**src/text_console_writer_defines.svh**
```systemverilog
// Assertion macros used by the text console writer top level.
`ifndef TEXT_CONSOLE_WRITER_DEFINES_SVH
`define TEXT_CONSOLE_WRITER_DEFINES_SVH

// Same-cycle implication, checked outside reset.
`define TCW_ASSERT_NOW(lbl, ante, cons, msg) \
	lbl: assert property (@(posedge clk) disable iff (!arst_n) (ante) |-> (cons)) \
		else $error(msg);

// Next-cycle implication, checked outside reset.
`define TCW_ASSERT_NEXT(lbl, ante, cons, msg) \
	lbl: assert property (@(posedge clk) disable iff (!arst_n) (ante) |=> (cons)) \
		else $error(msg);

`endif

```
**src/tcw_pkg.sv**
```systemverilog
// Shared constants, types and helpers of the text console writer.
package tcw_pkg;

	localparam int COLUMNS    = 80;
	localparam int ROWS       = 25;
	localparam int CELL_COUNT = ROWS * COLUMNS;

	localparam int ADDR_W = 11;
	localparam int ROW_W  = 5;
	localparam int COL_W  = 7;

	localparam logic [7:0] ATTR_RESET = 8'h07;
	localparam logic [7:0] CH_CR      = 8'd13;
	localparam logic [7:0] CH_LF      = 8'd10;
	localparam logic [7:0] CH_SPACE   = 8'h20;

	localparam logic [1:0] MODE_PUT   = 2'd0;
	localparam logic [1:0] MODE_CLEAR = 2'd1;
	localparam logic [1:0] MODE_READ  = 2'd2;

	typedef enum logic [2:0] {
		ST_INIT,
		ST_IDLE,
		ST_EXEC,
		ST_FILL,
		ST_DONE
	} tcw_state_t;

	typedef struct packed {
		logic load;
		logic put;
		logic clear;
		logic read;
		logic fill;
		logic fill_rst;
		logic emit;
	} tcw_cmd_t;

	typedef struct packed {
		logic [1:0] mode;
		logic       will_scroll;
		logic       fill_last;
	} tcw_stat_t;

	// Fold a sum of two cell indexes back into the ring of cells.
	function automatic logic [ADDR_W-1:0] wrap_addr(input logic [ADDR_W:0] s);
		logic [ADDR_W:0] r;
		r = s;
		if (s >= (ADDR_W+1)'(CELL_COUNT)) begin
			r = s - (ADDR_W+1)'(CELL_COUNT);
		end
		return r[ADDR_W-1:0];
	endfunction

endpackage

```
**src/tcw_ctrl.sv**
```systemverilog
// Controller: sequences each request and the memory sweeps, owns both handshakes.
module tcw_ctrl import tcw_pkg::*; (
	input  logic      clk,
	input  logic      arst_n,
	input  logic      s_tvalid,
	output logic      s_tready,
	output logic      m_tvalid,
	input  logic      m_tready,
	input  tcw_stat_t stat,
	output tcw_cmd_t  cmd
);

	tcw_state_t state_q, state_d;
	logic       out_valid_q;
	logic       out_free;

	assign out_free = !out_valid_q || m_tready;

	// Next state
	always_comb begin
		state_d = state_q;
		case (state_q)
			ST_INIT: begin
				if (stat.fill_last) state_d = ST_IDLE;
			end
			ST_IDLE: begin
				if (s_tvalid) state_d = ST_EXEC;
			end
			ST_EXEC: begin
				case (stat.mode)
					MODE_PUT:   state_d = stat.will_scroll ? ST_FILL : ST_DONE;
					MODE_CLEAR: state_d = ST_FILL;
					default:    state_d = ST_DONE;
				endcase
			end
			ST_FILL: begin
				if (stat.fill_last) state_d = ST_DONE;
			end
			ST_DONE: begin
				if (out_free) state_d = ST_IDLE;
			end
			default: state_d = ST_INIT;
		endcase
	end

	// Commands to the datapath
	always_comb begin
		s_tready     = (state_q == ST_IDLE);
		cmd.load     = (state_q == ST_IDLE) && s_tvalid;
		cmd.put      = (state_q == ST_EXEC) && (stat.mode == MODE_PUT);
		cmd.clear    = (state_q == ST_EXEC) && (stat.mode == MODE_CLEAR);
		cmd.read     = (state_q == ST_EXEC) && (stat.mode == MODE_READ);
		cmd.fill     = (state_q == ST_INIT) || (state_q == ST_FILL);
		cmd.fill_rst = (state_q == ST_INIT);
		cmd.emit     = (state_q == ST_DONE) && out_free;
	end

	// Hold state and the result valid flag
	always_ff @(posedge clk or negedge arst_n) begin
		if (!arst_n) begin
			state_q     <= ST_INIT;
			out_valid_q <= 1'b0;
		end else begin
			state_q     <= state_d;
			out_valid_q <= cmd.emit || (out_valid_q && !m_tready);
		end
	end

	assign m_tvalid = out_valid_q;

endmodule

```
**config.mk**
```make
export PLATFORM = sky130hd
export DESIGN_NAME = tcw_ctrl
export DESIGN_NICKNAME = d
export VERILOG_FILES = /design/src/text_console_writer_defines.svh /design/src/tcw_pkg.sv /design/src/tcw_ctrl.sv
export SDC_FILE = /design/constraint.sdc
export NUM_CORES = 1
export LEC_CHECK = 0
export BUFFER_PORTS_ARGS = -buffer_cell sky130_fd_sc_hd__buf_2
export CORE_AREA = 2 2 39 41
export DETAILED_ROUTE_END_ITERATION = 7
export DIE_AREA = 0 0 41 43
export HOLD_SLACK_MARGIN = 0.12
export PLACE_DENSITY_LB_ADDON = 0.15
export SLEW_MARGIN = 20
export SYNTH_ARGS = -nofsm -noshare
export SYNTH_HDL_FRONTEND = slang
export SYNTH_SLANG_ARGS = --single-unit
```
**constraint.sdc**
```tcl
create_clock -name clk -period 1.4 [get_ports clk]
set_clock_uncertainty 0.1 [all_clocks]
set_input_delay 0.21 -clock clk [delete_from_list [all_inputs] [get_ports clk]]
set_output_delay 0.21 -clock clk [all_outputs]
set_load 0.02 [all_outputs]
```
==> flow_summary.yaml <==
worst_setup_path:
  start_kind: "flip-flop"
  crit_required_ps: 1090
  crit_family: "simple AND/OR/NAND/NOR gates"
  critPathSlowestCell: "or3_4"
  slowest_delay_ps: 440
  worstPathArrival_ps: 1380
  crit_type: "reg -> out"
  cp-end-kind: "primary output"
  path_buf_inv: 1
  path_cells: "or3_4 -> nor3b_4 -> buf_6"
  crit_fanout: 4
layout:
  drive_gt1_frac: 0.667
  final_net_count: 67
  finalInstanceArea_um2: 569
  final_cell_count_no_fill: 73
  diodes: 0
  area_growth_syn_to_layout_pct: 84.2
timing:
  fin_crit_sh: 1.21
  finalHoldViolCount: 0
  tightest_slew_ps: 265
  slew_violations: 0
  worst_slew_margin_rel: 0.823
  fmax_mhz: 592
  layout_setup_ws_ps: -290
  setup_viol: 8
  rsz0062_at_grt: "yes"
  fin_crit_ps: 1690
die:
  start_util: 0.223
  io_pins: 17
  core_mm2: 0.00138
  row_count: 14
  die_area_mm2: 0.00176
  die_w_um: 41
  die_y_um: 43
clocking:
  cts-buffers-inserted: 3
  cts_tree: "yes"
  clock_latency_ps: 230
  cts.sinks: 4
  clockBufferDepth: 2
  root_buffer: "clkbuf_4"
  cts.clk_slew.worst_paths_ps: 30
  htree_levels: 1
yosys:
  synthFlopType: "dfrtp_1"
  syn_nets: 42
  synth_area_um2: 309
  synth.distinct_cells: 24
  syn_inst: 34
  synth_warnings: 0
  synth_area_per_cell_um2: 9.09
  ys_seq_area_frac: 0.324
  synth.area.top_cells: "dfrtp_1 32%, nor3b_2 8.1%, o221ai_2 4.9%"
  synth_edf_count: 0
  synth_most_common_cell: "dfrtp_1"
  ys_async_sr_fraction: 1.00
  ys_ff_latch: 4
  yosysTopAreaCell: "dfrtp_1"
  synth_top_area_frac: 0.324
routing:
  drc: 0
  vias: 334
  drt-initial-drc-count: 0
  wl_um: 757
  first_pass_iters: 1
  antenna_left: 0
  wl_per_cell_um: 10.4
  drt-vias-per-instance: 4.58
placed_design:
  port_buffers: 16
  gp_congestion: 0.689
  dpl.hpwl_um: 566
  dpl.cell_count: 69
  dpl_cell_area_um2: 462
pwr:
  powerDensity_mw_per_mm2: 2040
  p_leak_nw: 0.273
  ir_drop_uv: 680
grt:
  grt_first_pass_wirelength_mm: 1.22
  grt_max_degree: 10
  antenna_found_initial: 0
  grt_pass1_vias: 320
  track_usage: 0.106
  grt_overflow_total: 0
run_status:
  status: "finished, violations left"
  violations: "setup timing"
hold_path:
  hold_class: "in -> async"
run:
  drv_cap: 0
-- where the power goes --
group | internal (mW) | switching, mW | leakage, nW
sequential | 0.162 | 0.0306 | 0.0516
clock | 0.0955 | 0.0413 | 0.0138
combinational | 0.399 | 0.431 | 0.208
-- metal layers --
layer / track usage / wire length [µm] / vias to the layer above
met3: 0.0471 / 43 / 0
li1: - / - / 166
met2: 0.163 / 400 / 12
met1: 0.114 / 313 / 156
met5: 0 / 0 / -
met4: 0.0600 / 0 / 0
-- stage by stage --
| stage | worst slack (ps) | util | hold WS (ps) | power [mW] | setup TNS, ps |
|---|---|---|---|---|---|
| 5_1_grt | -352 | 0.411 | 203 | 1.26 | -1840 |
| 4_1_cts | -307 | 0.399 | 189 | 1.10 | -1740 |
| 3_3_place_gp | -90.5 | 0.334 | -81.0 | 0.848 | -268 |
| 2_1_floorplan | -106 | - | -186 | 0.668 | -376 |
| 3_5_place_dp | -133 | 0.334 | -82.1 | 0.845 | -372 |
| 6_report | -290 | 0.411 | 208 | 1.16 | -1290 |
-- path summary, 6_finish.rpt --
check	startpoint	end	slack, ps	depth (start not counted)
setup / recovery	state_q[2]$_DFFE_PN0P_	cmd[3]	-290	3
hold / removal	arst_n	state_q[2]$_DFFE_PN0P_	210	2
setup reg to reg	state_q[2]$_DFFE_PN0P_	state_q[0]$_DFFE_PN0P_	70	3
hold reg to reg	m_tvalid$_DFF_PN0_	m_tvalid$_DFF_PN0_	440	2
max in group asynchronous	arst_n	state_q[0]$_DFFE_PN0P_	870	2
min in group clk	m_tready	m_tvalid$_DFF_PN0_	210	3
-- placed cells by master, fill, tap and decap left out --
cell	count
nand3_2	1
nor2_4	1
nor2_1	1
or3_4	1
buf_6	6
a31oi_1	1
inv_4	1
or3_1	1
nand2_1	2
buf_2	8
inv_1	1
mux2i_1	1
nor3b_4	3
and2_4	1
o21bai_1	1
nand2b_1	1
o21ai_0	1
inv_2	1
o221ai_2	1
xor2_1	1
dlygate4sd3_1	1
a21oi_1	2
dfrtp_1	4
buf_4	8
clkbuf_4	3
and3b_2	1
o32ai_1	1
nor3_4	2
-- final cells by class --
class                           count  area, µm²
Fill cell                         140        815
Clock buffer                        3       22.5
Multi-Input combinational cell     24        235
Sequential cell                     4        100
Tap cell                           16       20.0
Inverter                            3       13.8
Timing Repair Buffer               23        178
-- state kept, by name, indices dropped and copies added (netlist names) --
name and count:
m_tvalid 1, state_q 3
-- what timing repair did --
| action | in CTS | in global routing |
|---|---|---|
| setup buffers | 3 | 0 |
| gates cloned | 0 | 0 |
| setup endpoints to repair | 8 | 8 |
| hold buffers | 1 | 0 |
| pin swaps | 5 | 4 |
| hold endpoints to repair | 4 | 0 |
| resized for setup | 16 | 7 |
-- cells by family (layout without fill, tap and decap cells) --
kind of cell    count (synthesis)  after routing  synth area share
mux                             1              1            0.0324
flops                           4              4             0.324
compound gates                  7              7             0.170
simple gates                   15             15             0.332
xor+xnor                        1              1            0.0283
buf+inv                         6             29             0.113
No activity file was read; power rests on OpenSTA's default activity.
